## src/rtl/fra_pkg.sv

```systemverilog
// ----------------------------------------------------------------------------
// fra_pkg - shared types and constants of the frame reassembly ring
// Field layout of the stream beats, slot geometry and the work entry that
// travels from the classifier to the store engine.
// ----------------------------------------------------------------------------
`default_nettype none

package fra_pkg;

   localparam int NUM_SLOTS   = 4;
   localparam int SLOT_W      = $clog2(NUM_SLOTS);
   localparam int FRAME_BYTES = 65536;
   localparam int OFFSET_W    = $clog2(FRAME_BYTES);
   localparam int ADDR_W      = SLOT_W + OFFSET_W;
   localparam int STORE_DEPTH = NUM_SLOTS * FRAME_BYTES;
   localparam int MAX_PAYLOAD = 1024;

   localparam int PAYLOAD_W = 11;
   localparam int RING_W    = 3;
   localparam int FRAME_W   = 16;
   localparam int PKT_W     = 13;
   localparam int INDEX_W   = 10;
   localparam int BYTE_W    = 8;
   localparam int RSLOT_W   = 2;
   localparam int ROFF_W    = 16;
   localparam int SIZE_W    = 17;
   localparam int PROD_W    = PAYLOAD_W + PKT_W;
   localparam int OFF_W     = PROD_W + 1;

   // request tdata layout, lowest field first
   localparam int FRAME_LSB  = 0;
   localparam int PKT_LSB    = FRAME_LSB + FRAME_W;
   localparam int INDEX_LSB  = PKT_LSB + PKT_W;
   localparam int DATA_LSB   = INDEX_LSB + INDEX_W;
   localparam int RSLOT_LSB  = DATA_LSB + BYTE_W;
   localparam int ROFF_LSB   = RSLOT_LSB + RSLOT_W;
   localparam int REQ_DATA_W = 72;
   localparam int REQ_USER_W = 2;

   // response tdata layout, lowest field first
   localparam int RSP_SLOT_LSB = 0;
   localparam int RSP_SIZE_LSB = RSP_SLOT_LSB + RSLOT_W;
   localparam int RSP_TAG_LSB  = RSP_SIZE_LSB + SIZE_W;
   localparam int RSP_BYTE_LSB = RSP_TAG_LSB + FRAME_W;
   localparam int RSP_DATA_W   = 48;
   localparam int RSP_USER_W   = 2;

   localparam int CSR_ADDR_W = 3;
   localparam int CSR_DATA_W = 32;

   localparam int QUEUE_DEPTH = 4;
   localparam int QPTR_W      = $clog2(QUEUE_DEPTH);
   localparam int QCNT_W      = $clog2(QUEUE_DEPTH + 1);

   typedef enum logic [1:0] {
      KIND_READY  = 2'd0,
      KIND_DROP   = 2'd1,
      KIND_READ   = 2'd2,
      KIND_BEYOND = 2'd3
   } rsp_kind_type;

   typedef enum logic [1:0] {
      OP_WRITE  = 2'd0,
      OP_READ   = 2'd1,
      OP_DROP   = 2'd2,
      OP_BEYOND = 2'd3
   } op_act_type;

   typedef enum logic {
      FUNC_STORE = 1'b0,
      FUNC_READ  = 1'b1
   } req_func_type;

   // one classified beat; rdy carries an optional frame-ready report ahead of act
   typedef struct packed {
      logic                rdy;
      logic [SLOT_W-1:0]   rdy_slot;
      logic [SIZE_W-1:0]   rdy_size;
      logic [FRAME_W-1:0]  rdy_tag;
      op_act_type          act;
      logic [SLOT_W-1:0]   slot;
      logic [SIZE_W-1:0]   size;
      logic [FRAME_W-1:0]  tag;
      logic [ADDR_W-1:0]   addr;
      logic [BYTE_W-1:0]   data;
   } fra_op_type;

endpackage

`default_nettype wire

```

## src/rtl/fra_front.sv

```systemverilog
// ----------------------------------------------------------------------------
// fra_front - request intake and slot classifier
// Registers each request beat with its packet offset product, then matches
// the frame against the slot tags, allocates ring slots and tracks lengths.
// ----------------------------------------------------------------------------
`default_nettype none

module fra_front (
   input  logic                             clock,
   input  logic                             reset,
   input  logic                             req_tvalid,
   output logic                             req_tready,
   input  logic [fra_pkg::REQ_DATA_W-1:0]   req_tdata,
   input  logic [fra_pkg::REQ_USER_W-1:0]   req_tuser,
   input  logic [fra_pkg::PAYLOAD_W-1:0]    payload_size,
   input  logic [fra_pkg::RING_W-1:0]       slots_in_use,
   input  logic                             q_full,
   output logic                             q_push,
   output fra_pkg::fra_op_type              q_op
);
   import fra_pkg::*;

   function automatic logic [SLOT_W-1:0] ring_next(input logic [SLOT_W-1:0] cur,
                                                   input logic [RING_W-1:0] len);
      logic [RING_W-1:0] r;
      r = RING_W'(cur) + RING_W'(1);
      for (int k = 0; k < NUM_SLOTS; k++) begin
         if (r >= len) r = r - len;
      end
      return r[SLOT_W-1:0];
   endfunction

   // intake stage
   logic                 p_valid_ff, p_valid_in;
   req_func_type         p_func_ff;
   logic                 p_first_ff;
   logic [FRAME_W-1:0]   p_frame_ff;
   logic                 p_pkt_zero_ff;
   logic [PROD_W-1:0]    p_prod_ff;
   logic [INDEX_W-1:0]   p_index_ff;
   logic [BYTE_W-1:0]    p_data_ff;
   logic [RSLOT_W-1:0]   p_rslot_ff;
   logic [ROFF_W-1:0]    p_roff_ff;

   logic                 req_fire;
   logic                 p_go;
   logic [PAYLOAD_W-1:0] eff_pay;
   logic [RING_W-1:0]    ring_len;
   logic [PKT_W-1:0]     in_pkt;
   logic [PROD_W-1:0]    prod_in;

   // slot state
   logic [FRAME_W-1:0]   tag_ff [NUM_SLOTS];
   logic [FRAME_W-1:0]   tag_in [NUM_SLOTS];
   logic [SIZE_W-1:0]    len_ff [NUM_SLOTS];
   logic [SIZE_W-1:0]    len_in [NUM_SLOTS];
   logic [FRAME_W-1:0]   newest_frame_ff, newest_frame_in;
   logic [SLOT_W-1:0]    newest_slot_ff, newest_slot_in;
   logic [SLOT_W-1:0]    cur_slot_ff, cur_slot_in;
   logic                 cur_acc_ff, cur_acc_in;

   logic [OFF_W-1:0]     off_sum;
   logic                 bad;
   logic [OFFSET_W-1:0]  off;
   logic [SIZE_W-1:0]    byte_end;
   logic                 found;
   logic [SLOT_W-1:0]    pos;
   logic                 newer;
   logic                 alloc;
   logic [SLOT_W-1:0]    next_slot;
   logic                 acc;
   logic [SLOT_W-1:0]    sel_slot;
   logic [SIZE_W-1:0]    sel_len;
   logic [FRAME_W-1:0]   sel_tag;
   logic [SIZE_W-1:0]    base_len;
   logic [FRAME_W-1:0]   base_tag;

   assign p_go       = p_valid_ff && !q_full;
   assign req_tready = !p_valid_ff || !q_full;
   assign req_fire   = req_tvalid && req_tready;
   assign in_pkt     = req_tdata[PKT_LSB +: PKT_W];

   always_comb begin
      if (payload_size == '0) eff_pay = PAYLOAD_W'(1);
      else if (payload_size > PAYLOAD_W'(MAX_PAYLOAD)) eff_pay = PAYLOAD_W'(MAX_PAYLOAD);
      else eff_pay = payload_size;

      if (slots_in_use == '0) ring_len = RING_W'(1);
      else if (slots_in_use > RING_W'(NUM_SLOTS)) ring_len = RING_W'(NUM_SLOTS);
      else ring_len = slots_in_use;

      prod_in = PROD_W'(eff_pay) * PROD_W'(in_pkt - PKT_W'(1));

      if (req_fire) p_valid_in = 1'b1;
      else if (p_go) p_valid_in = 1'b0;
      else p_valid_in = p_valid_ff;
   end

   always_ff @(posedge clock) begin
      if (reset) begin
         p_valid_ff <= 1'b0;
      end else begin
         p_valid_ff <= p_valid_in;
      end
   end

   always_ff @(posedge clock) begin
      if (req_fire) begin
         p_func_ff     <= req_func_type'(req_tuser[0]);
         p_first_ff    <= req_tuser[1];
         p_frame_ff    <= req_tdata[FRAME_LSB +: FRAME_W];
         p_pkt_zero_ff <= (in_pkt == '0);
         p_prod_ff     <= prod_in;
         p_index_ff    <= req_tdata[INDEX_LSB +: INDEX_W];
         p_data_ff     <= req_tdata[DATA_LSB +: BYTE_W];
         p_rslot_ff    <= req_tdata[RSLOT_LSB +: RSLOT_W];
         p_roff_ff     <= req_tdata[ROFF_LSB +: ROFF_W];
      end
   end

   // classification
   always_comb begin
      off_sum  = OFF_W'(p_prod_ff) + OFF_W'(p_index_ff);
      bad      = p_pkt_zero_ff || (off_sum >= OFF_W'(FRAME_BYTES));
      off      = off_sum[OFFSET_W-1:0];
      byte_end = SIZE_W'(off) + SIZE_W'(1);

      // highest matching slot wins
      found = 1'b0;
      pos   = '0;
      for (int i = 0; i < NUM_SLOTS; i++) begin
         if ((RING_W'(i) < ring_len) && (tag_ff[i] == p_frame_ff)) begin
            found = 1'b1;
            pos   = SLOT_W'(i);
         end
      end

      newer = (p_frame_ff > newest_frame_ff) ||
              ((p_frame_ff == FRAME_W'(1)) && (newest_frame_ff != FRAME_W'(1)));
      alloc     = p_first_ff && !found && newer;
      next_slot = ring_next(newest_slot_ff, ring_len);
      acc       = p_first_ff ? (found || alloc) : cur_acc_ff;

      if (p_func_ff == FUNC_READ) sel_slot = SLOT_W'(p_rslot_ff);
      else if (alloc) sel_slot = next_slot;
      else if (p_first_ff) sel_slot = pos;
      else sel_slot = cur_slot_ff;

      sel_len  = len_ff[sel_slot];
      sel_tag  = tag_ff[sel_slot];
      base_len = alloc ? '0 : sel_len;
      base_tag = alloc ? p_frame_ff : sel_tag;
   end

   always_comb begin
      q_push          = 1'b0;
      q_op            = '0;
      q_op.act        = OP_WRITE;
      tag_in          = tag_ff;
      len_in          = len_ff;
      newest_frame_in = newest_frame_ff;
      newest_slot_in  = newest_slot_ff;
      cur_slot_in     = cur_slot_ff;
      cur_acc_in      = cur_acc_ff;

      if (p_go) begin
         if (p_func_ff == FUNC_READ) begin
            q_push    = 1'b1;
            q_op.act  = OP_READ;
            q_op.slot = sel_slot;
            q_op.size = sel_len;
            q_op.tag  = sel_tag;
            q_op.addr = {sel_slot, OFFSET_W'(p_roff_ff)};
         end else begin
            if (p_first_ff) begin
               if (alloc) begin
                  newest_frame_in   = p_frame_ff;
                  newest_slot_in    = next_slot;
                  tag_in[next_slot] = p_frame_ff;
                  len_in[next_slot] = '0;
                  // slot being reused still holds a frame: report it first
                  if (sel_len != '0) begin
                     q_op.rdy      = 1'b1;
                     q_op.rdy_slot = next_slot;
                     q_op.rdy_size = sel_len;
                     q_op.rdy_tag  = sel_tag;
                  end
               end
               cur_acc_in = found || alloc;
               if (found || alloc) begin
                  cur_slot_in = sel_slot;
               end else begin
                  q_push   = 1'b1;
                  q_op.act = OP_DROP;
               end
            end
            if (acc) begin
               q_push = 1'b1;
               if (bad) begin
                  q_op.act  = OP_BEYOND;
                  q_op.slot = sel_slot;
                  q_op.size = base_len;
                  q_op.tag  = base_tag;
               end else begin
                  q_op.act  = OP_WRITE;
                  q_op.addr = {sel_slot, off};
                  q_op.data = p_data_ff;
                  if (byte_end > base_len) len_in[sel_slot] = byte_end;
               end
            end
         end
      end
   end

   always_ff @(posedge clock) begin
      if (reset) begin
         for (int i = 0; i < NUM_SLOTS; i++) begin
            tag_ff[i] <= '0;
            len_ff[i] <= '0;
         end
         newest_frame_ff <= '0;
         newest_slot_ff  <= '0;
         cur_slot_ff     <= '0;
         cur_acc_ff      <= 1'b0;
      end else begin
         tag_ff          <= tag_in;
         len_ff          <= len_in;
         newest_frame_ff <= newest_frame_in;
         newest_slot_ff  <= newest_slot_in;
         cur_slot_ff     <= cur_slot_in;
         cur_acc_ff      <= cur_acc_in;
      end
   end

endmodule

`default_nettype wire

```

## config.mk

```make
export PLATFORM = sky130hd
export DESIGN_NAME = fra_front
export DESIGN_NICKNAME = d
export VERILOG_FILES = /design/src/rtl/fra_pkg.sv /design/src/rtl/fra_front.sv
export SDC_FILE = /design/constraint.sdc
export NUM_CORES = 1
export LEC_CHECK = 0
export BUFFER_PORTS_ARGS = -buffer_cell sky130_fd_sc_hd__buf_2
export CAP_MARGIN = 10
export CORE_MARGIN = 4
export CORE_UTILIZATION = 30
export DETAILED_ROUTE_END_ITERATION = 6
export GPL_TIMING_DRIVEN = 0
export PLACE_DENSITY_LB_ADDON = 0.3
export SYNTH_ARGS = -nofsm -noshare
export SYNTH_HDL_FRONTEND = slang
export SYNTH_SLANG_ARGS = --single-unit
```

## constraint.sdc

```tcl
create_clock -name clock -period 16.7 [get_ports clock]
set_input_delay 2.505 -clock clock [delete_from_list [all_inputs] [get_ports clock]]
set_output_delay 2.505 -clock clock [all_outputs]
set_load 0.005 [all_outputs]
```

==> metrics.md <==
| Metric | Value |
|---|---|
| Crit path top cell by count | `ha_1` |
| Post-synthesis sequential area ratio | `0.2836` |
| Hpwl dp | `48730 um` |
| Yosys cell types | `74` |
| Flip-flop and latch count after synthesis | `233` |
| Largest net degree at the start of global routing | `74` |
| CTS tree | `built` |
| Fin area | `22060 um^2` |
| Sink Count | `233` |
| M3 GR Usage | `0.02775` |
| Fin nets | `2665` |
| Synth top area share | `0.1603` |
| Critical path endpoint | `q_op[98]` |
| Final setup fails | `0` |
| Starting Density | `0.3039` |
| Outcome | `finished clean` |
| Routing usage on met1 | `0.2242` |
| Mapped Cells | `2113` |
| Design Power | `2.082 mW` |
| Met2 usage | `0.2872` |
| DIE AREA | `68240 um^2` |
| Port bufs | `183` |
| Cell Rows | `92` |
| Initial antenna violation count | `3` |
| IO Pins | `193` |
| Total wire length | `59760 um` |
| Clk_lat worst skew | `0.55 ns` |
| First-pass GRT wire length | `92050 um` |
| Critical Path Start | `slots_in_use[2]` |
| CP max-delay cell | `nor3_2` |
| Filler cells | `6465` |
| Worst vdd ir | `0.07156 mV` |
| CTS Buf Count | `25` |
| CTS root buf | `clkbuf_16` |
| Cell taking the most area after synthesis | `dfxtp_1` |
| Max incr delay on CP | `0.81 ns` |
| Arrival time at the worst endpoint | `11.00 ns` |
| R2R Path Start | `newest_slot_ff[0]` |
| Synth Flop Type | `dfxtp_1` |
| Max Buffers Root-to-Sink | `3` |
| Crit share post-route | `0.8084` |
| RSZ-0062 raised after global routing | `false` |
| Setup slack, reg-to-reg | `5.43 ns` |
| All-Layer GR Usage | `0.1712` |
| Mean area per synthesized cell | `9.104 um^2` |
| GR peak layer | `met2` |
| Vias in the first global route | `16390` |
| Drt drc | `0` |
| Starting DRT DRC Count | `909` |
| Die width | `261.2 um` |
| Top post-synthesis cells by area | `dfxtp_1, fa_1, edfxtp_1` |
| Vias/cell | `4.938` |
| Share of cells above drive strength 1 | `0.1374` |
| Mapped Nets | `2454` |
| Crit Reg-Reg Endpoint | `len_ff[44]` |
| Reg2Reg Depth | `42` |
| Synth Cell Area | `19240 um^2` |
| Core Util, Final | `0.3484` |
| Critical Path Source Type | `input pin` |
| Clk pin slew, worst setup/hold paths | `0.06 ns` |
| GRT overflow | `0` |
| Worst Clk Skew | `0.01348 ns` |
| Hold Path Class | `reg -> reg` |
| Post-CTS Repair Setup Buffers | `0` |
| Number of synthesized flops with an enable pin | `79` |
| H-tree levels | `1` |
| Area growth, synth to finish | `14.67%` |
| CP Capture Type | `primary output` |
| FFs w/ async S/R, synth | `0` |
| DIE HEIGHT | `261.2 um` |
| Tmin final | `13.50 ns` |
| DRT antenna net count | `0` |
| Final Hold Viols | `0` |
| TritonRoute pass-1 iters | `5` |
| Max transition margin | `0.2459` |
| Placed inst area | `21240 um^2` |
| Static Leak | `9.268 nW` |
| MaxCap Viol Count | `0` |
| Slew Limit Fails | `0` |
| Fmax | `74.07 MHz` |
| Gpl congestion | `0.9038` |
| CP Class | `in -> out` |
| YS warnings | `0` |
| Critical Path RT | `14.20 ns` |
| Resized Gates After CTS | `0` |
| Worst Tran Pin Value | `1.122 ns` |
| Via count | `15750` |
| CP max FO | `10` |
| Core Area | `63310 um^2` |
| Cell Pwr Density | `94.40 nW/um^2` |
| Post-route setup TNS | `0 ns` |
| Post-cts hold buffer count | `0` |
| Routed length per instance | `18.73 um` |
-- routing by layer --
metal | part of all wire | vias to the layer above
li1 | - | 7564
met1 | 0.44 | 7634
met2 | 0.46 | 461
met3 | 0.059 | 93
met4 | 0.034 | 0
met5 | 0 | -
-- cells in the mapped netlist, types with 10 or more instances --
| library cell | instances |
|---|---|
| nand4_1 | 22 |
| a22o_1 | 40 |
| mux2_2 | 18 |
| mux2i_1 | 142 |
| inv_1 | 203 |
| ha_1 | 110 |
| a21oi_1 | 111 |
| o21a_1 | 12 |
| nor3_1 | 33 |
| nand2_1 | 240 |
| nand3_1 | 24 |
| a211oi_1 | 13 |
| and2_1 | 61 |
| edfxtp_1 | 79 |
| buf_2 | 33 |
| o2bb2ai_1 | 20 |
| a21o_1 | 11 |
| a21oi_2 | 10 |
| dfxtp_1 | 154 |
| o21ai_0 | 24 |
| nor2_1 | 210 |
| and3_1 | 20 |
| nor4_1 | 28 |
| xor2_1 | 49 |
| fa_1 | 139 |
| clkbuf_1 | 56 |
| nor2b_1 | 28 |
| xnor2_1 | 86 |
| nand2b_1 | 23 |
-- through the flow --
step	instances	worst slack [ns]	hold WS [ns]
6_report	3190	3.199	0.4657
5_1_grt	3189	2.621	0.4877
4_1_cts	3189	3.260	0.4689
3_5_place_dp	3143	2.977	0.4539
3_3_place_gp	3142	3.174	0.4455
2_1_floorplan	2113	5.095	0.4317
-- critical path: cells and delay by family --
family | cells | cell delay [ns]
multiplexers | 5 | 1.69
AND/OR/NAND/NOR | 6 | 1.46
buffers and inverters | 7 | 1.47
AO/OA/AOI/OAI | 10 | 2.68
adder cells (fa/ha/maj) | 4 | 1.17
-- cells by family after synthesis --
| logic type | synth area share |
|---|---|
| muxes | 0.08598 |
| AOI/OAI and AO/OA | 0.1099 |
| and+or+nand+nor | 0.1781 |
| DFF | 0.2836 |
| buffers and inverters | 0.06478 |
| adders and majority gates | 0.2162 |
| xor gates and xnor gates | 0.06146 |
-- flip-flops by register name (all words and copies together), names as in the netlist, 2 cells and up --
signal	count
tag_ff	64
newest_slot_ff	2
p_prod_ff	24
len_ff	68
p_frame_ff	16
cur_slot_ff	2
p_rslot_ff	2
p_index_ff	10
p_data_ff	8
p_roff_ff	16
newest_frame_ff	16
-- worst min-delay path by stage --
stage	end	start	slack, ns	cells past startpoint
2_1_floorplan	len_ff[29]	len_ff[29]	0.43	1
3_3_place_gp	len_ff[31]	len_ff[31]	0.45	1
3_5_place_dp	len_ff[48]	len_ff[48]	0.45	1
4_1_cts	len_ff[67]	len_ff[67]	0.47	1
5_1_grt	len_ff[29]	len_ff[29]	0.49	1
6_report	len_ff[67]	len_ff[67]	0.47	1
-- final cells by class --
class / instances / area (um^2) / share of cell area
Multi-Input combinational cell: 1573 / 12540 / 0.5684
Sequential cell: 233 / 5455 / 0.2473
Tap cell: 846 / 1059 / 0.04799
Timing Repair Buffer: 184 / 943.4 / 0.04277
Inverter: 203 / 762.0 / 0.03454
Clock buffer: 31 / 703.2 / 0.03188
Buffer: 104 / 484.2 / 0.02195
Clock inverter: 15 / 111.4 / 0.005048
Antenna cell: 1 / 2.502 / 0.0001134
-- where the power goes --
group	internal [mW]	leakage, nW	total, mW	switching (mW)
clock	0.316	0.412	0.558	0.242
combinational	0.337	6.85	0.862	0.525
sequential	0.637	2.01	0.662	0.0251
-- layout by cell type, fill, tap and decap left out, types with 86 or more instances in the layout --
cell type / instances
fa_1: 139
ha_1: 110
xnor2_1: 86
nor2_1: 210
a21oi_1: 111
mux2i_1: 142
dfxtp_1: 154
inv_1: 205
nand2_1: 240
buf_2: 216
Note: power is estimated with default switching activity, not from simulation.
