File: config.mk
export PLATFORM = sky130hd
export DESIGN_NAME = fra_queue
export DESIGN_NICKNAME = d
export VERILOG_FILES = /design/src/rtl/fra_pkg.sv /design/src/rtl/fra_queue.sv
export SDC_FILE = /design/constraint.sdc
export NUM_CORES = 1
export LEC_CHECK = 0
export BUFFER_PORTS_ARGS = -buffer_cell sky130_fd_sc_hd__buf_2
export CAP_MARGIN = 40
export CORE_MARGIN = 2
export CORE_UTILIZATION = 61
export CTS_CLUSTER_SIZE = 28
export DETAILED_ROUTE_END_ITERATION = 6
export PLACE_DENSITY = 0.94
export SLEW_MARGIN = 20
export SYNTH_ARGS = -nofsm -noshare
export SYNTH_HDL_FRONTEND = slang
export SYNTH_SLANG_ARGS = --single-unit
File: constraint.sdc
create_clock -name clock -period 7.4 [get_ports clock]
set_input_delay 0.37 -clock clock [delete_from_list [all_inputs] [get_ports clock]]
set_output_delay 0.37 -clock clock [all_outputs]
set_load 0.01 [all_outputs]
File: src/rtl/fra_pkg.sv
// ----------------------------------------------------------------------------
// fra_pkg - shared types and constants of the frame reassembly ring
// Field layout of the stream beats, slot geometry and the work entry that
// travels from the classifier to the store engine.
// ----------------------------------------------------------------------------
`default_nettype none

package fra_pkg;

   localparam int NUM_SLOTS   = 4;
   localparam int SLOT_W      = $clog2(NUM_SLOTS);
   localparam int FRAME_BYTES = 65536;
   localparam int OFFSET_W    = $clog2(FRAME_BYTES);
   localparam int ADDR_W      = SLOT_W + OFFSET_W;
   localparam int STORE_DEPTH = NUM_SLOTS * FRAME_BYTES;
   localparam int MAX_PAYLOAD = 1024;

   localparam int PAYLOAD_W = 11;
   localparam int RING_W    = 3;
   localparam int FRAME_W   = 16;
   localparam int PKT_W     = 13;
   localparam int INDEX_W   = 10;
   localparam int BYTE_W    = 8;
   localparam int RSLOT_W   = 2;
   localparam int ROFF_W    = 16;
   localparam int SIZE_W    = 17;
   localparam int PROD_W    = PAYLOAD_W + PKT_W;
   localparam int OFF_W     = PROD_W + 1;

   // request tdata layout, lowest field first
   localparam int FRAME_LSB  = 0;
   localparam int PKT_LSB    = FRAME_LSB + FRAME_W;
   localparam int INDEX_LSB  = PKT_LSB + PKT_W;
   localparam int DATA_LSB   = INDEX_LSB + INDEX_W;
   localparam int RSLOT_LSB  = DATA_LSB + BYTE_W;
   localparam int ROFF_LSB   = RSLOT_LSB + RSLOT_W;
   localparam int REQ_DATA_W = 72;
   localparam int REQ_USER_W = 2;

   // response tdata layout, lowest field first
   localparam int RSP_SLOT_LSB = 0;
   localparam int RSP_SIZE_LSB = RSP_SLOT_LSB + RSLOT_W;
   localparam int RSP_TAG_LSB  = RSP_SIZE_LSB + SIZE_W;
   localparam int RSP_BYTE_LSB = RSP_TAG_LSB + FRAME_W;
   localparam int RSP_DATA_W   = 48;
   localparam int RSP_USER_W   = 2;

   localparam int CSR_ADDR_W = 3;
   localparam int CSR_DATA_W = 32;

   localparam int QUEUE_DEPTH = 4;
   localparam int QPTR_W      = $clog2(QUEUE_DEPTH);
   localparam int QCNT_W      = $clog2(QUEUE_DEPTH + 1);

   typedef enum logic [1:0] {
      KIND_READY  = 2'd0,
      KIND_DROP   = 2'd1,
      KIND_READ   = 2'd2,
      KIND_BEYOND = 2'd3
   } rsp_kind_type;

   typedef enum logic [1:0] {
      OP_WRITE  = 2'd0,
      OP_READ   = 2'd1,
      OP_DROP   = 2'd2,
      OP_BEYOND = 2'd3
   } op_act_type;

   typedef enum logic {
      FUNC_STORE = 1'b0,
      FUNC_READ  = 1'b1
   } req_func_type;

   // one classified beat; rdy carries an optional frame-ready report ahead of act
   typedef struct packed {
      logic                rdy;
      logic [SLOT_W-1:0]   rdy_slot;
      logic [SIZE_W-1:0]   rdy_size;
      logic [FRAME_W-1:0]  rdy_tag;
      op_act_type          act;
      logic [SLOT_W-1:0]   slot;
      logic [SIZE_W-1:0]   size;
      logic [FRAME_W-1:0]  tag;
      logic [ADDR_W-1:0]   addr;
      logic [BYTE_W-1:0]   data;
   } fra_op_type;

endpackage

`default_nettype wire

File: src/rtl/fra_queue.sv
// ----------------------------------------------------------------------------
// fra_queue - work queue between classifier and store engine
// Small register FIFO of classified beats; lets either side stall alone.
// ----------------------------------------------------------------------------
`default_nettype none

module fra_queue (
   input  logic                 clock,
   input  logic                 reset,
   input  logic                 push,
   input  fra_pkg::fra_op_type  push_op,
   output logic                 full,
   input  logic                 pop,
   output logic                 head_valid,
   output fra_pkg::fra_op_type  head_op
);
   import fra_pkg::*;

   fra_op_type          entry_ff [QUEUE_DEPTH];
   logic [QPTR_W-1:0]   wr_ptr_ff, wr_ptr_in;
   logic [QPTR_W-1:0]   rd_ptr_ff, rd_ptr_in;
   logic [QCNT_W-1:0]   count_ff, count_in;
   logic                do_push;
   logic                do_pop;

   assign full       = (count_ff == QCNT_W'(QUEUE_DEPTH));
   assign head_valid = (count_ff != '0);
   assign head_op    = entry_ff[rd_ptr_ff];
   assign do_push    = push && !full;
   assign do_pop     = pop && head_valid;

   always_comb begin
      wr_ptr_in = do_push ? wr_ptr_ff + QPTR_W'(1) : wr_ptr_ff;
      rd_ptr_in = do_pop ? rd_ptr_ff + QPTR_W'(1) : rd_ptr_ff;
      case ({do_push, do_pop})
         2'b10:   count_in = count_ff + QCNT_W'(1);
         2'b01:   count_in = count_ff - QCNT_W'(1);
         default: count_in = count_ff;
      endcase
   end

   always_ff @(posedge clock) begin
      if (reset) begin
         wr_ptr_ff <= '0;
         rd_ptr_ff <= '0;
         count_ff  <= '0;
      end else begin
         wr_ptr_ff <= wr_ptr_in;
         rd_ptr_ff <= rd_ptr_in;
         count_ff  <= count_in;
      end
   end

   always_ff @(posedge clock) begin
      if (do_push) entry_ff[wr_ptr_ff] <= push_op;
   end

endmodule

`default_nettype wire

==> results of run 1 <==
[layout make-up]
cell class / count / area (um^2)
sequential: 405 / 12100
fill: 1298 / 6260
multi-input combinational: 134 / 2500
timing repair buffer: 213 / 1140
clock buffer: 53 / 1090
tap: 319 / 399
clock inverter: 16 / 106
inverter: 7 / 26.3
antenna: 1 / 2.50
[synth_stat cells (2+ instances only)]
| cell | count | area share, % |
|---|---|---|
| a21oi_1 | 3 | 0.10 |
| and2_1 | 4 | 0.17 |
| buf_2 | 10 | 0.34 |
| buf_8 | 2 | 0.20 |
| clkbuf_1 | 8 | 0.20 |
| dfxtp_1 | 9 | 1.2 |
| edfxtp_1 | 396 | 81 |
| ha_1 | 5 | 0.42 |
| inv_1 | 7 | 0.18 |
| mux4_2 | 99 | 15 |
| nand2b_1 | 2 | 0.085 |
| nor2_1 | 7 | 0.18 |
| o21ai_0 | 2 | 0.068 |
| or3_1 | 3 | 0.13 |
| xor2_1 | 3 | 0.18 |
[worst max-delay path by stage]
| stage | end | slack [ns] | cells after the start |
|---|---|---|---|
| 2_1_floorplan | entry_ff[0][0] | 3.84 | 3 |
| 3_3_place_gp | entry_ff[0][86] | 4.62 | 5 |
| 3_5_place_dp | entry_ff[0][42] | 4.53 | 5 |
| 4_1_cts | head_op[68] | 4.13 | 3 |
| 5_1_grt | head_op[0] | 4.06 | 3 |
| 6_report | head_op[68] | 4.29 | 3 |
[critical path, delay by kind of cell (launching register included)]
family	cells	cell delay, ns
flip-flops	1	0.81
buffers and inverters	2	0.86
multiplexers	1	0.45
[routing by layer]
layer	global-route usage, %	vias up	share of wire, %	wire length, um
met2	37.2	319	52	14500
met5	0	-	0.096	27
met1	30.0	3524	38	10600
li1	-	2904	-	-
met3	5.60	54	8.4	2370
met4	6.98	4	2.3	656
[flip-flops by register name (all words and copies together) (netlist names), named ones only]
signal / cells
wr_ptr_ff: 2
rd_ptr_ff: 2
count_ff: 3
entry_ff: 396
[cell families after synthesis]
logic type	Yosys count	synth area share, %
flops	405	82.0
mux	100	15.2
buf+inv	30	1.08
simple gates	17	0.612
compound gates	7	0.289
fa+ha+maj	6	0.561
xor+xnor	4	0.238
[metrics by stage]
stage | std cells | util [%] | worst slack, ns | instance area [um^2] | hold WS (ns)
global placement | 1075 | 68.1 | 4.62 | 16100 | 0.498
global route | 1147 | 73.5 | 4.06 | 17300 | 0.0558
floorplan | 569 | - | 3.84 | 14700 | 0.469
finish | 1148 | 73.5 | 4.29 | 17300 | 0.0686
detailed placement | 1077 | 68.3 | 4.53 | 16100 | 0.518
CTS | 1146 | 73.3 | 4.13 | 17300 | 0.0483
[power breakdown]
group / internal [mW] / leakage, nW / switching (mW)
registers: 2.74 / 3.71 / 0.115
logic: 0.634 / 1.52 / 0.648
clock network: 1.07 / 0.590 / 0.782
total: 4.44 / 5.82 / 1.54
==> impl_metrics.json, run 1 <==
{
  "port_buffers": 203,
  "cp-end-kind": "output port",
  "max_stage_delay_ns": 0.81,
  "fmax_mhz": 322,
  "cp_data_required_time_ns": 7.03,
  "antenna_found_initial": 3,
  "cts_tree": "yes",
  "final_layout_size_suffix_gt1_share_pct": 45.2,
  "wl_per_cell_um": 24.5,
  "fin_crit_sh_pct": 42.0,
  "hold_viol_final": 0,
  "max_cap_viol_count": 0,
  "drc": 0,
  "final_common_cell": "edfxtp_1",
  "ir_drop_mv": 0.250,
  "worstPathCellList": "buf_4, mux4_2, buf_2",
  "yosysWarningCount": 0,
  "place_hpwl_um": 16700,
  "initial_core_util_pct": 62.3,
  "grt.total_usage_pct": 22.4,
  "setup_viol": 0,
  "cts_sinks": 405,
  "holdBufCountCts": 0,
  "place.gp.congestion": 0.728,
  "num_rows": 56,
  "leakage_nw": 5.82,
  "htreeDepth": 2,
  "hold_class": "input pin to flop",
  "synth_seq_cells": 405,
  "core_area_um2": 23600,
  "drtAntennaViolNets": 0,
  "dieWidth_um": 159,
  "postSynthCellCount": 569,
  "synth_enable_flop_cells": 396,
  "die-area_um2": 25400,
  "tightest_slew_ns": 0.764,
  "overflow": 0,
  "mostFrequentLayoutCells": "396 x edfxtp_1, 203 x buf_2, 99 x mux4_2, 41 x clkbuf_16",
  "numCtsBuffers": 39,
  "chipHeight_um": 159,
  "postCtsSetupBuffers": 0,
  "path_max_fanout": 51,
  "grt_pass1_vias": 7262,
  "cpMaxStageDelayCell": "dfxtp_4",
  "holdCritStartpoint": "push_op[38]",
  "finalMaxSlewViolations": 0,
  "drt-pass1-iter-count": 5,
  "synth_cell_types": 24,
  "clkLatencyLatePin_ns": 0.52,
  "vias": 6805,
  "rr_worst_depth": 4,
  "worstSetupPathType": "flop to output port",
  "hold_path_end": "entry_ff[2][38]",
  "ys_seq_area_share_pct": 82.0,
  "critPathArrivalTime_ns": 2.74,
  "finalCriticalPeriod_ns": 3.11,
  "post_drt_via_cell_ratio": 5.93,
  "syn_to_final_growth_pct": 17.8,
  "status": "complete, no violations",
  "root_buffer": "clkbuf_16",
  "postSynthAreaPerCell_um2": 25.9,
  "wirelength_um": 28200,
  "grt_pass1_wl_um": 42500,
  "grt_max_degree": 53,
  "power_mw": 5.99,
  "cts_resized": 0,
  "worst_r2r_startpoint": "count_ff[0]",
  "cts_buffer_depth": 3,
  "syn_nets": 678,
  "ys.flop_type": "edfxtp_1",
  "max_slew_margin_pct": 49.1,
  "p_per_area_nw_per_um2": 345,
  "rsz0062_at_grt": "false",
  "cp-start-kind": "flop",
  "regToRegSetupSlack_ns": 4.51,
  "drtIter0Drc": 560,
  "ios": 204,
  "synthesis.area_um2": 14700,
  "synthArstFlopShare_pct": 0,
  "skew_ns": 0.0109,
  "r2r_end": "entry_ff[0][62]",
  "final_net_count": 909,
  "setup_tns_ns": 0,
  "whs_path_depth": 1,
  "clk_pin_slew_ns": 0.06
}
(Power assumes the default switching activity.)
==> run 2: changes to the inputs <==
--- a/config.mk
+++ b/config.mk
@@ -8,10 +8,10 @@
 export BUFFER_PORTS_ARGS = -buffer_cell sky130_fd_sc_hd__buf_2
 export CAP_MARGIN = 40
 export CORE_MARGIN = 2
-export CORE_UTILIZATION = 61
+export CORE_UTILIZATION = 51
 export CTS_CLUSTER_SIZE = 28
 export DETAILED_ROUTE_END_ITERATION = 6
-export PLACE_DENSITY = 0.94
+export PLACE_DENSITY = 0.85
 export SLEW_MARGIN = 20
 export SYNTH_ARGS = -nofsm -noshare
 export SYNTH_HDL_FRONTEND = slang
==> constraint.sdc (replaced) <==
create_clock -name clock -period 2.6 [get_ports clock]
set_input_delay 0.13 -clock clock [delete_from_list [all_inputs] [get_ports clock]]
set_output_delay 0.13 -clock clock [all_outputs]
set_load 0.01 [all_outputs]
==> run 2 against run 1 <==
Total power increased to 2.9 times the previous value. Worst setup slack got worse by 4.0 ns. Via count increased by 3.7%. Cell count increased by 15%. Combinational power increased to 3.1 times the previous value. Flip-flop and latch count unchanged. Register-to-register slack got worse by 4.3 ns. Clock power increased to 2.8 times the previous value. Worst hold slack improved by 0.043 ns. Largest cell class unchanged. Highest routed layer unchanged.
==> impl_metrics.json, run 2 (synthesis gave the netlist of run 1 again) <==
{
  "cts_buffer_depth": 3,
  "grt.total_usage_pct": 19.0,
  "finalMaxSlewViolations": 0,
  "clkLatencyLatePin_ns": 0.51,
  "syn_to_final_growth_pct": 26.0,
  "tightest_slew_ns": 0.559,
  "clk_pin_slew_ns": 0.06,
  "antenna_found_initial": 2,
  "status": "complete, no violations",
  "dieWidth_um": 174,
  "drtIter0Drc": 607,
  "rsz0062_at_grt": "false",
  "startpoint": "count_ff[2]",
  "r2r_end": "count_ff[2]",
  "path_max_fanout": 6,
  "rr_worst_depth": 9,
  "crit_cells": 9,
  "cts_resized": 0,
  "cp_top_family": "simple AND/OR/NAND/NOR gates",
  "hold_class": "input pin to flop",
  "cpMaxStageDelayCell": "dfxtp_1",
  "regToRegSetupSlack_ns": 0.25,
  "worstSetupPathType": "flop to flop",
  "place.gp.congestion": 0.742,
  "grt_max_degree": 63,
  "fmax_mhz": 425,
  "root_buffer": "clkbuf_16",
  "vias": 7057,
  "crit_end": "count_ff[2]",
  "whs_ns": 0.111,
  "port_buffers": 203,
  "max_stage_delay_ns": 0.39,
  "postCtsSetupBuffers": 0,
  "reg_top3": "entry_ff x396, count_ff x3",
  "num_rows": 62,
  "critPathArrivalTime_ns": 2.79,
  "place_hpwl_um": 16400,
  "die-area_um2": 30200,
  "worstPathCellList": "nor3b_1, nor2_1, inv_1, ha_1, inv_1, fa_1, xor2_1, or3_1, a21oi_1",
  "setup_tns_ns": 0,
  "drtAntennaViolNets": 0,
  "chipHeight_um": 174,
  "post_drt_via_cell_ratio": 5.35,
  "finalCriticalPeriod_ns": 2.35,
  "grt_pass1_wl_um": 43700,
  "final_common_cell": "edfxtp_1",
  "setup_viol": 0,
  "worst_r2r_startpoint": "count_ff[2]",
  "fill_cells": 1861,
  "leakage_nw": 6.27,
  "mostFrequentLayoutCells": "396 x edfxtp_1, 203 x buf_2, 101 x dlygate4sd3_1, 99 x mux4_2, 41 x clkbuf_16",
  "hold_viol_final": 0,
  "cts_tree": "yes",
  "core_area_um2": 28500,
  "max_cap_viol_count": 0,
  "wirelength_um": 28300,
  "skew_ns": 0.0192,
  "drt-pass1-iter-count": 4,
  "initial_core_util_pct": 51.6,
  "wl_per_cell_um": 21.4,
  "holdBufCountCts": 101,
  "largest_reg_flops": 396,
  "fin_crit_sh_pct": 90.5,
  "final_layout_size_suffix_gt1_share_pct": 39.9,
  "cts_sinks": 405,
  "cp-start-kind": "flop",
  "ios": 204,
  "max_slew_margin_pct": 62.7,
  "ir_drop_mv": 0.659,
  "numCtsBuffers": 41,
  "cp_data_required_time_ns": 3.04,
  "final_net_count": 1015,
  "overflow": 0,
  "cp-end-kind": "flop",
  "p_per_area_nw_per_um2": 926,
  "htreeDepth": 2,
  "grt_pass1_vias": 7661,
  "regMostFlops": "entry_ff",
  "cpMostUsedCell": "inv_1",
  "path_buf_inv": 2,
  "drc": 0
}
==> run 2: changes by cell type in the layout (fill, tap and decap cells not counted) <==
| cell | change |
|---|---|
| buf_12 | +11 |
| buf_16 | -2 |
| buf_4 | -6 |
| clkbuf_1 | -1 |
| clkbuf_8 | -2 |
| clkinv_1 | +8 |
| clkinv_2 | -1 |
| clkinvlp_4 | -2 |
| dlygate4sd3_1 | +101 |
| inv_8 | +1 |
==> run 2: final cells by class <==
cell class	instances	area [um^2]	area share [%]
multi-input combinational	134	2500	13.5
clock buffer	50	1060	5.71
tap	384	480	2.59
antenna	1	2.50	0.0135
sequential	405	12100	65.1
timing repair buffer	317	2270	12.3
clock inverter	22	128	0.688
inverter	7	26.3	0.142
==> run 2: how the worst min path moves through the flow <==
stage | start | to | slack, ns | cells after the start
2_1_floorplan | push_op[0] | entry_ff[0][0] | 0.23 | 0
3_3_place_gp | push_op[27] | entry_ff[2][27] | 0.34 | 1
3_5_place_dp | push_op[28] | entry_ff[0][28] | 0.34 | 1
4_1_cts | pop | rd_ptr_ff[1] | 0.08 | 4
5_1_grt | pop | rd_ptr_ff[0] | 0.12 | 4
6_report | pop | rd_ptr_ff[1] | 0.11 | 4
==> run 2: through the flow <==
stage                     total power [mW]  utilization, %  setup WS (ns)  area [um^2]  cells
final                                 17.2            65.0          0.247        18600   1320
after detailed placement              12.0            57.3          0.274        16300   1146
after global placement                11.9            57.3          0.378        16300   1146
after CTS                             17.4            65.0          0.242        18500   1319
after global routing                  17.9            65.0         0.0164        18600   1320
after floorplan                       10.6               -          0.130        14700    569
==> run 2: layer usage <==
layer,vias to the layer above,GRT usage [%],routed length [um]
li1,3108,-,-
met1,3652,24.9,11200
met2,256,33.2,14900
met3,39,3.96,1710
met4,2,4.20,434
met5,-,0,12
==> run 2: power by group <==
| group | internal [mW] | leakage [nW] | total, mW | switching, mW |
|---|---|---|---|---|
| registers | 7.80 | 3.71 | 7.98 | 0.181 |
| logic | 1.96 | 1.98 | 3.95 | 1.99 |
| clock network | 2.99 | 0.588 | 5.24 | 2.25 |
| total | 12.8 | 6.27 | 17.2 | 4.42 |
==> run 2: worst register-to-register path, stage by stage (launching register included) <==
cell,delay [ns]
dfxtp_1,0.39
nor3b_1,0.38
nor2_1,0.20
inv_1,0.09
ha_1,0.19
inv_1,0.07
fa_1,0.37
xor2_1,0.15
or3_1,0.30
a21oi_1,0.14
==> run 3: changes to the inputs <==
--- a/config.mk
+++ b/config.mk
@@ -5,13 +5,14 @@
 export SDC_FILE = /design/constraint.sdc
 export NUM_CORES = 1
 export LEC_CHECK = 0
+export ABC_AREA = 1
 export BUFFER_PORTS_ARGS = -buffer_cell sky130_fd_sc_hd__buf_2
 export CAP_MARGIN = 40
 export CORE_MARGIN = 2
-export CORE_UTILIZATION = 51
+export CORE_UTILIZATION = 52
 export CTS_CLUSTER_SIZE = 28
 export DETAILED_ROUTE_END_ITERATION = 6
-export PLACE_DENSITY = 0.85
+export PLACE_DENSITY = 0.86
 export SLEW_MARGIN = 20
 export SYNTH_ARGS = -nofsm -noshare
 export SYNTH_HDL_FRONTEND = slang
==> run 3 against run 2 <==
Sequential power decreased by 1%. Area after synthesis increased by 2.7%. Total power decreased by 0.22%. Design area increased by 0.97%. Worst hold slack improved by 0.26 ns. Largest power group unchanged. Highest routed layer is now met4. Global-route usage increased by 3.1 points. Flip-flop and latch count unchanged.
==> impl_metrics.json, run 3 <==
{
  "status": "complete, no violations",
  "wl_per_cell_um": 19.5,
  "finalMaxSlewViolations": 0,
  "worst_r2r_startpoint": "count_ff[1]",
  "syn_to_final_growth_pct": 23.9,
  "yosysWarningCount": 0,
  "use_met2_pct": 37.9,
  "whs_path_depth": 2,
  "yosysMostFrequentCell": "edfxtp_1",
  "postSynthCellCount": 1026,
  "finalCriticalPeriod_ns": 2.40,
  "cts_tree": "yes",
  "fin_ws_ns": 0.202,
  "grt_busiest_layer": "met2",
  "hold_path_end": "entry_ff[1][34]",
  "largest_reg_flops": 396,
  "use_met1_pct": 28.3,
  "worstSetupPathType": "flop to output port",
  "cts_buffer_depth": 3,
  "reg_top3": "entry_ff x396, count_ff x3",
  "chipHeight_um": 175,
  "yosys.area.top_type": "edfxtp_1",
  "post_drt_via_cell_ratio": 5.61,
  "synth_top_area_share_pct": 78.7,
  "postSynthAreaPerCell_um2": 14.7,
  "cpMaxStageDelayCell": "buf_16",
  "die-area_um2": 30500,
  "syn_nets": 1135,
  "cp_data_required_time_ns": 2.47,
  "grt_pass1_wl_um": 52600,
  "ys.flop_type": "edfxtp_1",
  "vias": 9761,
  "holdCritStartpoint": "push_op[34]",
  "met3_usage_pct": 4.64,
  "regToRegSetupSlack_ns": 0.75,
  "max_cap_viol_count": 0,
  "worstPathCellList": "buf_16, o21ai_0, o22ai_1, buf_2",
  "setup_tns_ns": 0,
  "power_switching_mw": 5.05,
  "synth_area_leaders": "edfxtp_1 79%, o21ai_0 5.9%, nor2_1 5.2%",
  "fmax_mhz": 417,
  "ys_seq_area_share_pct": 79.9,
  "dieWidth_um": 175,
  "power_frac_seq_pct": 46.1,
  "synth_enable_flop_cells": 396,
  "drtIter0Drc": 906,
  "cp-end-kind": "output port",
  "synth_seq_cells": 405,
  "mostFrequentLayoutCells": "396 x edfxtp_1, 204 x nor2_1, 203 x buf_2, 178 x o21ai_0, 103 x dlygate4sd3_1",
  "cts_sinks": 405,
  "antenna_found_initial": 4,
  "hold_viol_final": 0,
  "path_max_fanout": 198,
  "clkLatencyLatePin_ns": 0.51,
  "tightest_slew_ns": 0.759,
  "critPathArrivalTime_ns": 2.27,
  "hold_class": "input pin to flop",
  "port_buffers": 203,
  "fin_crit_sh_pct": 92.2,
  "cp-start-kind": "flop",
  "r2r_end": "entry_ff[2][78]",
  "grt_pass1_vias": 9893,
  "post-place-ws_ns": 0.764,
  "sw_frac_of_total_pct": 29.5,
  "ir_drop_mv": 0.755,
  "htreeDepth": 2,
  "grt_max_degree": 199,
  "grt.total_usage_pct": 22.1,
  "clk_pin_slew_ns": 0.06,
  "leakage_nw": 6.61,
  "wirelength_um": 34000,
  "place.gp.congestion": 0.759,
  "numCtsBuffers": 40,
  "internal-power_mw": 12.1,
  "place_hpwl_um": 16600,
  "p_per_area_nw_per_um2": 915,
  "clock_power_share_pct": 30.4,
  "ys_top_cells_by_count": "396 x edfxtp_1, 208 x nor2_1, 178 x o21ai_0",
  "rr_worst_depth": 6,
  "num_rows": 62,
  "skew_ns": 0.0196,
  "overflow": 0,
  "synthArstFlopShare_pct": 0,
  "max_slew_margin_pct": 49.4,
  "synthesis.area_um2": 15100,
  "final_net_count": 1435,
  "drt-pass1-iter-count": 5,
  "combPwrFrac_pct": 23.5,
  "drc": 0,
  "synth_cell_types": 19,
  "initial_core_util_pct": 52.7,
  "rsz0062_at_grt": "false",
  "ios": 204,
  "root_buffer": "clkbuf_16",
  "final_layout_size_suffix_gt1_share_pct": 20.7,
  "final_common_cell": "edfxtp_1",
  "regMostFlops": "entry_ff",
  "max_stage_delay_ns": 0.55,
  "core_area_um2": 28700,
  "drtAntennaViolNets": 0,
  "setup_viol": 0
}
[run 3: through the flow]
step / utilization (%) / total power, mW / cells / hold WS [ns] / cell area (um^2)
after floorplan: - / 10.4 / 1026 / 0.199 / 15100
after global placement: 57.5 / 11.7 / 1565 / 0.340 / 16500
after detailed placement: 57.5 / 11.8 / 1565 / 0.344 / 16500
after CTS: 65.2 / 17.2 / 1735 / 0.338 / 18700
after global routing: 65.3 / 17.9 / 1739 / 0.354 / 18700
final: 65.3 / 17.1 / 1739 / 0.371 / 18700
[run 3: what timing repair did]
action                     CTS  global route
hold endpoints to repair   405             0
setup endpoints to repair    0             1
setup buffers                0             0
resized for setup            0             1
hold buffers               103             0
[run 3: area by class of cell]
class / count / area, um^2
antenna: 4 / 10.0
clock buffer: 46 / 1040
clock inverter: 21 / 128
fill: 1933 / 9970
inverter: 19 / 81.3
multi-input combinational: 538 / 2620
sequential: 405 / 12100
tap: 384 / 480
timing repair buffer: 322 / 2290
[run 3: worst max path at each step]
stage	depth (start not counted)	to
CTS	4	head_op[81]
detailed placement	4	head_op[81]
global route	4	head_op[7]
global placement	12	count_ff[2]
floorplan	4	entry_ff[0][0]
finish	4	head_op[7]
[run 3: critical path: cells and delay by family, from the launching register on]
family | cells | cell delay, ns
AOI/OAI and AO/OA | 2 | 0.60
DFF | 1 | 0.39
buffers and inverters | 2 | 0.72
[run 3: layer usage]
metal / vias to the layer above / wire length, um
met5: - / 0
met4: 0 / 664
met3: 56 / 2870
met2: 506 / 17200
met1: 4738 / 13300
li1: 4461 / -
[run 3: kinds of logic after synthesis]
logic type | count (synthesis) | synth area share (%)
compound gates | 304 | 10.9
fa+ha+maj | 6 | 0.546
buf+inv | 83 | 3.01
flops | 405 | 79.9
simple gates | 228 | 5.70
[run 3: power by group through the flow]
stage | combinational (mW) | sequential, mW | clock [mW]
floorplan | 2.39 | 8.02 | 0
global placement | 3.73 | 8.00 | 0
detailed placement | 3.83 | 8.02 | 0
CTS | 4.00 | 7.89 | 5.28
global route | 4.39 | 7.94 | 5.56
finish | 4.02 | 7.90 | 5.21
